`config.mk`:
```
export PLATFORM = sky130hd
export DESIGN_NAME = preemptive_priority_scheduler_top
export DESIGN_NICKNAME = d
export VERILOG_FILES = /design/src/rtl/pps_pkg.sv /design/src/rtl/pps_ram.sv /design/src/rtl/pps_ctrl.sv /design/src/rtl/pps_dp.sv /design/src/rtl/preemptive_priority_scheduler_top.sv
export SDC_FILE = /design/constraint.sdc
export NUM_CORES = 2
export LEC_CHECK = 0
export BUFFER_PORTS_ARGS = -buffer_cell sky130_fd_sc_hd__buf_2
export CORE_MARGIN = 2
export CORE_UTILIZATION = 35
export CTS_CLUSTER_DIAMETER = 120
export DETAILED_ROUTE_END_ITERATION = 12
export HOLD_SLACK_MARGIN = 0.1
export MAX_ROUTING_LAYER = met4
export SYNTH_ARGS = -nofsm -noshare
export SYNTH_HDL_FRONTEND = slang
export SYNTH_SLANG_ARGS = --single-unit
```
`constraint.sdc`:
```
create_clock -name clk -period 7.95 [get_ports clk]
set_input_delay 0.795 -clock clk [delete_from_list [all_inputs] [get_ports clk]]
set_output_delay 0.795 -clock clk [all_outputs]
set_load 0.03 [all_outputs]
```
`src/rtl/pps_pkg.sv`:
```
// Shared constants, types and control structs of the priority scheduler.
package pps_pkg;

	localparam int NUM_SLOTS_DEF = 16;

	localparam int SLOT_IN_W = 4;
	localparam int FIELD_W   = 16;
	localparam int TIME_W    = 32;

	// One table row: arrival, burst, remaining, priority from the lowest bit up
	localparam int ROW_W     = 4 * FIELD_W;
	localparam int ARR_LSB   = 0;
	localparam int BURST_LSB = FIELD_W;
	localparam int REM_LSB   = 2 * FIELD_W;
	localparam int PRIO_LSB  = 3 * FIELD_W;

	localparam int S_TDATA_W = 56;
	localparam int M_TDATA_W = 104;
	localparam int M_TUSER_W = 2;

	typedef enum logic {
		OP_LOAD = 1'b0,
		OP_TICK = 1'b1
	} op_t;

	typedef enum logic [1:0] {
		ST_IDLE,
		ST_SCAN,
		ST_DRAIN,
		ST_FINISH
	} state_t;

	typedef struct packed {
		logic load;    // write one slot from the input request
		logic clear;   // start of a tick: drop best candidate, rewind scan
		logic rd;      // issue one table read at the scan address
		logic finish;  // run the chosen slot, step time, load result
	} cmd_t;

	typedef struct packed {
		logic scan_last;
		logic out_free;
	} status_t;

endpackage

```
`src/rtl/pps_ram.sv`:
```
// Generic single-write, single-read RAM with registered read data.
module pps_ram #(
	parameter int WIDTH = 8,
	parameter int DEPTH = 16
) (
	input  logic                     clk,
	input  logic                     we,
	input  logic [$clog2(DEPTH)-1:0] waddr,
	input  logic [WIDTH-1:0]         wdata,
	input  logic                     re,
	input  logic [$clog2(DEPTH)-1:0] raddr,
	output logic [WIDTH-1:0]         rdata
);

	logic [WIDTH-1:0] mem_q [DEPTH];

	always_ff @(posedge clk) begin
		if (we) begin
			mem_q[waddr] <= wdata;
		end
		if (re) begin
			rdata <= mem_q[raddr];
		end
	end

endmodule

```
`src/rtl/pps_ctrl.sv`:
```
// Sequencer of the scheduler: load of each load request; scan, drain and finish of each tick.
module pps_ctrl (
	input  logic              clk,
	input  logic              arst_n,
	input  logic              s_tvalid,
	input  logic              s_op,
	input  pps_pkg::status_t  stat,
	output logic              s_tready,
	output pps_pkg::cmd_t     cmd
);

	pps_pkg::state_t state_q, state_nx;
	logic            accept;

	assign accept = s_tvalid && s_tready;

	always_ff @(posedge clk or negedge arst_n) begin
		if (!arst_n) begin
			state_q <= pps_pkg::ST_IDLE;
		end else begin
			state_q <= state_nx;
		end
	end

	always_comb begin
		state_nx = state_q;
		case (state_q)
			pps_pkg::ST_IDLE: begin
				if (accept && s_op == pps_pkg::OP_TICK) begin
					state_nx = pps_pkg::ST_SCAN;
				end
			end
			pps_pkg::ST_SCAN: begin
				if (stat.scan_last) begin
					state_nx = pps_pkg::ST_DRAIN;
				end
			end
			pps_pkg::ST_DRAIN: begin
				state_nx = pps_pkg::ST_FINISH;
			end
			pps_pkg::ST_FINISH: begin
				if (stat.out_free) begin
					state_nx = pps_pkg::ST_IDLE;
				end
			end
			default: begin
				state_nx = pps_pkg::ST_IDLE;
			end
		endcase
	end

	always_comb begin
		s_tready   = 1'b0;
		cmd        = '0;
		case (state_q)
			pps_pkg::ST_IDLE: begin
				s_tready  = 1'b1;
				cmd.load  = accept && s_op == pps_pkg::OP_LOAD;
				cmd.clear = accept && s_op == pps_pkg::OP_TICK;
			end
			pps_pkg::ST_SCAN: begin
				cmd.rd = 1'b1;
			end
			pps_pkg::ST_DRAIN: begin
			end
			pps_pkg::ST_FINISH: begin
				cmd.finish = stat.out_free;
			end
			default: begin
			end
		endcase
	end

endmodule

```
`src/rtl/pps_dp.sv`:
```
// Datapath: slot table, scan compare, time counter and result register.
module pps_dp #(
	parameter int NUM_SLOTS = pps_pkg::NUM_SLOTS_DEF
) (
	input  logic                            clk,
	input  logic                            arst_n,
	input  pps_pkg::cmd_t                   cmd,
	input  logic [pps_pkg::S_TDATA_W-1:0]   s_tdata,
	output pps_pkg::status_t                stat,
	output logic                            m_tvalid,
	input  logic                            m_tready,
	output logic [pps_pkg::M_TDATA_W-1:0]   m_tdata,
	output logic [pps_pkg::M_TUSER_W-1:0]   m_tuser
);

	localparam int SLOT_W = $clog2(NUM_SLOTS);
	localparam int FW     = pps_pkg::FIELD_W;
	localparam int TW     = pps_pkg::TIME_W;

	// request fields
	logic [pps_pkg::SLOT_IN_W-1:0] in_slot;
	logic [FW-1:0]                 in_arr, in_burst, in_prio;
	logic                          load_ok;
	logic [SLOT_W-1:0]             load_idx;

	assign in_slot  = s_tdata[3:0];
	assign in_arr   = s_tdata[19:4];
	assign in_burst = s_tdata[35:20];
	assign in_prio  = s_tdata[51:36];
	assign load_ok  = 32'(in_slot) < NUM_SLOTS;
	assign load_idx = SLOT_W'(in_slot);

	// table
	logic [NUM_SLOTS-1:0]       valid_q;
	logic                       ram_we;
	logic [SLOT_W-1:0]          ram_waddr;
	logic [pps_pkg::ROW_W-1:0]  ram_wdata, ram_rdata;

	// scan
	logic [SLOT_W-1:0] cnt_q;
	logic              rd_s1, vld_s1;
	logic [SLOT_W-1:0] addr_s1;

	// best candidate
	logic              have_q;
	logic [SLOT_W-1:0] best_slot_q;
	logic [FW-1:0]     best_arr_q, best_burst_q, best_rem_q, best_prio_q;

	logic [TW-1:0]     time_q;

	logic [FW-1:0]     r_arr, r_burst, r_rem, r_prio;
	logic              ready_slot, take;

	logic [TW-1:0]     time_nx, tat, wt;
	logic [FW-1:0]     rem_dec;
	logic              fin;

	// result register
	logic                          out_vld_q;
	logic [pps_pkg::SLOT_IN_W-1:0] out_slot_q;
	logic                          out_idle_q, out_fin_q;
	logic [TW-1:0]                 out_wt_q, out_tat_q, out_now_q;

	pps_ram #(
		.WIDTH (pps_pkg::ROW_W),
		.DEPTH (NUM_SLOTS)
	) u_table (
		.clk   (clk),
		.we    (ram_we),
		.waddr (ram_waddr),
		.wdata (ram_wdata),
		.re    (cmd.rd),
		.raddr (cnt_q),
		.rdata (ram_rdata)
	);

	always_comb begin
		ram_we    = (cmd.load && load_ok) || (cmd.finish && have_q);
		ram_waddr = best_slot_q;
		ram_wdata = {best_prio_q, rem_dec, best_burst_q, best_arr_q};
		if (cmd.load) begin
			ram_waddr = load_idx;
			ram_wdata = {in_prio, in_burst, in_burst, in_arr};
		end
	end

	assign r_arr   = ram_rdata[pps_pkg::ARR_LSB   +: FW];
	assign r_burst = ram_rdata[pps_pkg::BURST_LSB +: FW];
	assign r_rem   = ram_rdata[pps_pkg::REM_LSB   +: FW];
	assign r_prio  = ram_rdata[pps_pkg::PRIO_LSB  +: FW];

	// unwritten slots read as empty through the valid bit
	assign ready_slot = rd_s1 && vld_s1 && r_rem != '0 && TW'(r_arr) <= time_q;
	// strict compare keeps the lowest slot on a tie
	assign take       = ready_slot && (!have_q || r_prio < best_prio_q);

	assign time_nx = time_q + TW'(1);
	assign rem_dec = best_rem_q - FW'(1);
	assign fin     = have_q && rem_dec == '0;
	assign tat     = time_nx - TW'(best_arr_q);
	assign wt      = tat - TW'(best_burst_q);

	assign stat.scan_last = cnt_q == SLOT_W'(NUM_SLOTS - 1);
	assign stat.out_free  = !out_vld_q || m_tready;

	always_ff @(posedge clk or negedge arst_n) begin
		if (!arst_n) begin
			valid_q   <= '0;
			cnt_q     <= '0;
			rd_s1     <= 1'b0;
			have_q    <= 1'b0;
			time_q    <= '0;
			out_vld_q <= 1'b0;
		end else begin
			rd_s1 <= cmd.rd;
			if (cmd.load && load_ok) begin
				valid_q[load_idx] <= 1'b1;
				time_q            <= '0;
			end
			if (cmd.clear) begin
				cnt_q  <= '0;
				have_q <= 1'b0;
			end else begin
				if (cmd.rd) begin
					cnt_q <= cnt_q + SLOT_W'(1);
				end
				if (take) begin
					have_q <= 1'b1;
				end
			end
			if (cmd.finish) begin
				time_q    <= time_nx;
				out_vld_q <= 1'b1;
			end else if (m_tready) begin
				out_vld_q <= 1'b0;
			end
		end
	end

	always_ff @(posedge clk) begin
		if (cmd.rd) begin
			addr_s1 <= cnt_q;
			vld_s1  <= valid_q[cnt_q];
		end
		if (take) begin
			best_slot_q  <= addr_s1;
			best_arr_q   <= r_arr;
			best_burst_q <= r_burst;
			best_rem_q   <= r_rem;
			best_prio_q  <= r_prio;
		end
		if (cmd.finish) begin
			out_slot_q <= have_q ? pps_pkg::SLOT_IN_W'(best_slot_q) : '0;
			out_idle_q <= !have_q;
			out_fin_q  <= fin;
			out_wt_q   <= fin ? wt : '0;
			out_tat_q  <= fin ? tat : '0;
			out_now_q  <= time_nx;
		end
	end

	assign m_tvalid = out_vld_q;
	assign m_tdata  = {4'b0, out_now_q, out_tat_q, out_wt_q, out_slot_q};
	assign m_tuser  = {out_fin_q, out_idle_q};

`ifndef SYNTHESIS
	a_finish_free: assert property (@(posedge clk) disable iff (!arst_n)
		cmd.finish |-> (!out_vld_q || m_tready))
		else $error("result overwritten before it was taken");

	a_finish_shows: assert property (@(posedge clk) disable iff (!arst_n)
		cmd.finish |=> out_vld_q)
		else $error("finished tick gave no result");

	a_idle_clean: assert property (@(posedge clk) disable iff (!arst_n)
		(out_vld_q && out_idle_q) |-> (!out_fin_q && out_wt_q == '0 && out_tat_q == '0))
		else $error("idle tick reports a completion");

	a_scan_order: assert property (@(posedge clk) disable iff (!arst_n)
		(cmd.clear || cmd.load) |-> !(cmd.rd || cmd.finish))
		else $error("table write overlaps a scan");
`endif

endmodule

```
`src/rtl/preemptive_priority_scheduler_top.sv`:
```
// Top level of the tick-driven preemptive priority scheduler.
//
//  channel   dir  handshake            payload
//  s_*       in   s_tvalid/s_tready    tuser: operation; tdata: slot, arrival, burst, priority
//  m_*       out  m_tvalid/m_tready    tuser: idle, finished; tdata: slot, wait, turnaround, now
//
// A load request gives no result.
// A tick request makes one table read per slot through the
// single read port of the slot RAM, drains the last read, then finishes.
// arst_n clears the valid bits, time counter and all handshake state; no clearing pass.
// A held result stalls the finish of the next tick; no request is taken while that finish waits.
module preemptive_priority_scheduler_top #(
	parameter int NUM_SLOTS = pps_pkg::NUM_SLOTS_DEF
) (
	input  logic                          clk,
	input  logic                          arst_n,
	input  logic                          s_tvalid,
	output logic                          s_tready,
	// [3:0] slot, [19:4] arrival_time, [35:20] burst_length, [51:36] priority_req
	input  logic [pps_pkg::S_TDATA_W-1:0] s_tdata,
	// [0] operation
	input  logic                          s_tuser,
	output logic                          m_tvalid,
	input  logic                          m_tready,
	// [3:0] chosen_slot, [35:4] wait_time, [67:36] turnaround_time, [99:68] now
	output logic [pps_pkg::M_TDATA_W-1:0] m_tdata,
	// [0] idle, [1] finished
	output logic [pps_pkg::M_TUSER_W-1:0] m_tuser
);

	pps_pkg::cmd_t    cmd;
	pps_pkg::status_t stat;

	pps_ctrl u_ctrl (
		.clk      (clk),
		.arst_n   (arst_n),
		.s_tvalid (s_tvalid),
		.s_op     (s_tuser),
		.stat     (stat),
		.s_tready (s_tready),
		.cmd      (cmd)
	);

	pps_dp #(
		.NUM_SLOTS (NUM_SLOTS)
	) u_dp (
		.clk      (clk),
		.arst_n   (arst_n),
		.cmd      (cmd),
		.s_tdata  (s_tdata),
		.stat     (stat),
		.m_tvalid (m_tvalid),
		.m_tready (m_tready),
		.m_tdata  (m_tdata),
		.m_tuser  (m_tuser)
	);

endmodule
```
==> impl_metrics.yaml <==
synthesis:
  synth_top_cell_area_share: 0.712
  synth_cells: 2742
  yosys.area_share.adder: 0.0174
  ys_types: 74
  synth_top_family_by_area: "multiplexers"
  synth_xor_area_frac: 0.0149
  synth_edf_count: 1263
  synth_mux_area_frac: 0.138
  synth_area_sq_mm: 0.0532
  synth_compound_area_frac: 0.0341
  synth_area_leaders: "edfxtp_1, mux4_2, dfrtp_1"
  async_flop_share: 0.0432
  synth_top_area_cell: "edfxtp_1"
  synth-seq-cells: 1320
  ys.flop_type: "edfxtp_1"
  synthSimpleGateAreaFrac: 0.0407
  postSynthAreaPerCell_sq_um: 19.4
  yosys_warnings: 0
  ys_seq_area_frac: 0.739
finish:
  drive_gt1_frac: 0.268
  final_util: 0.407
  nets: 3161
  syn2layout_area_growth_pct: 15.8
  final_cell_count_no_fill: 5164
  final_cell_area_sq_mm: 0.0616
timing:
  final-max-slew-violation-count: 0
  maxSlewHeadroom: 0.162
  min_period_ns: 6.12
  rsz0062_at_grt: "no"
  tns_ns: 0
  fmax_mhz: 163
  finalHoldViolCount: 0
  tightest_slew_ns: 1.25
  setup_viol: 0
  period_share: 0.770
  worst_clock_skew_ns: 0.0280
  setup_slack_ns: 1.83
floorplanning:
  core_sq_mm: 0.152
  start_util: 0.351
  io_pins: 169
  dieWidth_microns: 394
  die_area_sq_mm: 0.155
  fp.dieH_microns: 394
  rows: 143
global_routing:
  grt_pass1_wl_microns: 186000
  antenna_found_initial: 8
  grt.overflow.total: 0
  met1_usage: 0.228
  use_met3: 0.0283
  grt_usage: 0.167
  grt_max_degree: 129
  gr-max-usage-layer: "met2"
  use_met2: 0.260
  grt_pass1_vias: 27262
clock_tree:
  cts_htree_levels: 4
  cts.clk_slew.worst_paths_ns: 0.06
  cts_max_path_buffers: 3
  tritoncts: "done"
  holdBufCountCts: 0
  root_buffer: "clkbuf_16"
  postCtsResizedCells: 0
  numCtsBuffers: 141
  cts_num_sinks: 1320
  insertion_delay_ns: 0.75
  post_cts_buffers: 0
worst_setup_path:
  cp-end-kind: "flop"
  cp.arrival_ns: 6.57
  r2r_end: "u_dp.out_wt_q[30]"
  crit_required_ns: 8.39
  startpoint_type: "flop"
  worst-path-max-fanout: 8
  r2r_start: "u_dp.time_q[0]"
  path_class: "reg -> reg"
  r2r_cells: 21
  r2r_slack_ns: 1.83
placement:
  io_buffers: 160
  placedCellCount: 4914
  dp_hpwl_microns: 72000
  dp_slack_ns: 1.94
  gp_congestion: 0.880
  placed_cell_area_sq_mm: 0.0572
worst_hold_path:
  hold_path.class: "in -> async"
power_and_ir_drop:
  ir_worst_vdd_uv: 281
  p_leak_nw: 20.3
  power_density_mw_per_mm2: 330
routing:
  via_count: 26997
  viasPerCell: 5.23
  totalWireLength_microns: 127000
  drt_pass1_iterations: 5
  wire_per_inst_microns: 24.6
  initialDrtViolationCount: 2730
  ant_nets: 0
  drc: 0
outcome:
  outcome: "completed"
flow_run:
  maxCapViolations: 0
## how the worst max path moves through the flow
stage,start,endpoint,slack (ns),depth (start not counted)
4_1_cts,u_dp.time_q[0],u_dp.out_wt_q[30],1.91,21
3_5_place_dp,u_dp.time_q[0],u_dp.out_wt_q[30],1.94,21
2_1_floorplan,u_dp.time_q[1],u_dp.best_arr_q[0],2.24,12
6_report,u_dp.time_q[0],u_dp.out_wt_q[30],1.83,21
3_3_place_gp,u_dp.time_q[0],u_dp.out_wt_q[28],2.07,21
5_1_grt,u_dp.time_q[0],u_dp.out_wt_q[30],1.43,21
## kinds of logic (layout without fill, tap and decap cells)
kind of cell,Yosys count,after routing
AOI/OAI and AO/OA,294,294
other,1,11
xor gates and xnor gates,87,87
buffers and inverters,214,596
adders and majority gates,73,73
muxes,327,327
and+or+nand+nor,426,426
DFF,1320,1320
## per-stage QoR
step | hold slack, ns | power [mW]
floorplan | 0.400 | 12.6
global placement | 0.403 | 14.1
detailed placement | 0.405 | 14.2
CTS | 0.239 | 20.6
global route | 0.279 | 21.2
finish | 0.215 | 20.3
## critical path, cell delays in order, from the launching register on
cell      delay [ns]
dfrtp_1         0.49
ha_1            0.40
nand3_1         0.14
xnor2_1         0.20
ha_1            0.39
o211ai_1        0.10
a21oi_1         0.37
o21a_1          0.24
o21ai_0         0.09
nand2b_1        0.10
xor2_1          0.37
ha_1            0.37
a21o_1          0.18
a21oi_1         0.24
a21boi_0        0.21
o21ai_0         0.18
a21bo_2         0.26
a221oi_1        0.52
nand4_1         0.32
nor2_1          0.38
a31o_2          0.21
a21oi_1         0.06
## power by group
| part | internal (mW) | total (mW) | switching, mW |
|---|---|---|---|
| clock network | 3.74 | 6.39 | 2.65 |
| logic | 2.16 | 4.85 | 2.69 |
| registers | 8.71 | 9.08 | 0.375 |
| total | 14.6 | 20.3 | 5.72 |
## cells in the final DEF (no fill, tap or decap), types with 14 or more instances in the layout
master / instances
nand3_1: 34
nand2b_1: 17
nor3_1: 25
xnor2_1: 56
edfxtp_1: 1263
buf_4: 92
a21o_1: 33
xor2_1: 28
clkinv_1: 27
a21oi_1: 60
inv_1: 89
nor2_4: 17
clkbuf_1: 31
o21ai_0: 111
nor2_1: 99
buf_2: 160
nand4_1: 31
nand2_1: 104
clkbuf_16: 144
nor2b_1: 14
ha_1: 70
dfrtp_1: 53
mux4_2: 325
## state kept, by name, summed over array words and instances (netlist names), 16 cells and up
signal and count:
u_dp.u_table.rdata 64, u_dp.time_q 32, u_dp.best_prio_q 16, u_dp.valid_q 16
u_dp.out_tat_q 32, u_dp.out_now_q 32, u_dp.out_wt_q 32, u_dp.best_rem_q 16
u_dp.best_burst_q 16, u_dp.u_table.mem_q 1024, u_dp.best_arr_q 16
## Yosys cell counts (all sizes together) (6+ instances only)
cell type and number:
buf 41, o21ai 113, or3 8, o21bai 6
and4 7, xor2 29, edfxtp 1263, nand2b 17
a21oi 61, xnor2 58, clkbuf 82, or4 6
a31o 8, a22o 8, nor2 118, nor4 14
inv 91, and2 19, o211ai 6, nor3 26
and3 11, ha 71, mux4 325, o21a 12
nand3 35, or2 6, nand2 105, dfrtp 57
a211oi 8, o31ai 11, nand4 34, a21o 33
nor2b 14
## final cells by class
cell class,count,area (sq um)
Timing Repair Buffer,262,1690
Sequential cell,1320,39400
Fill cell,13376,89900
Inverter,91,344
Tap cell,2030,2540
Clock inverter,66,724
Antenna cell,7,17.5
Clock buffer,177,3750
Multi-Input combinational cell,1211,13200
## layer usage
layer	routed length (microns)	up-vias
li1	-	11669
met1	55300	14293
met2	61200	871
met3	7910	164
met4	2850	0
met5	0	-
Note: power is estimated with default switching activity, not from simulation.
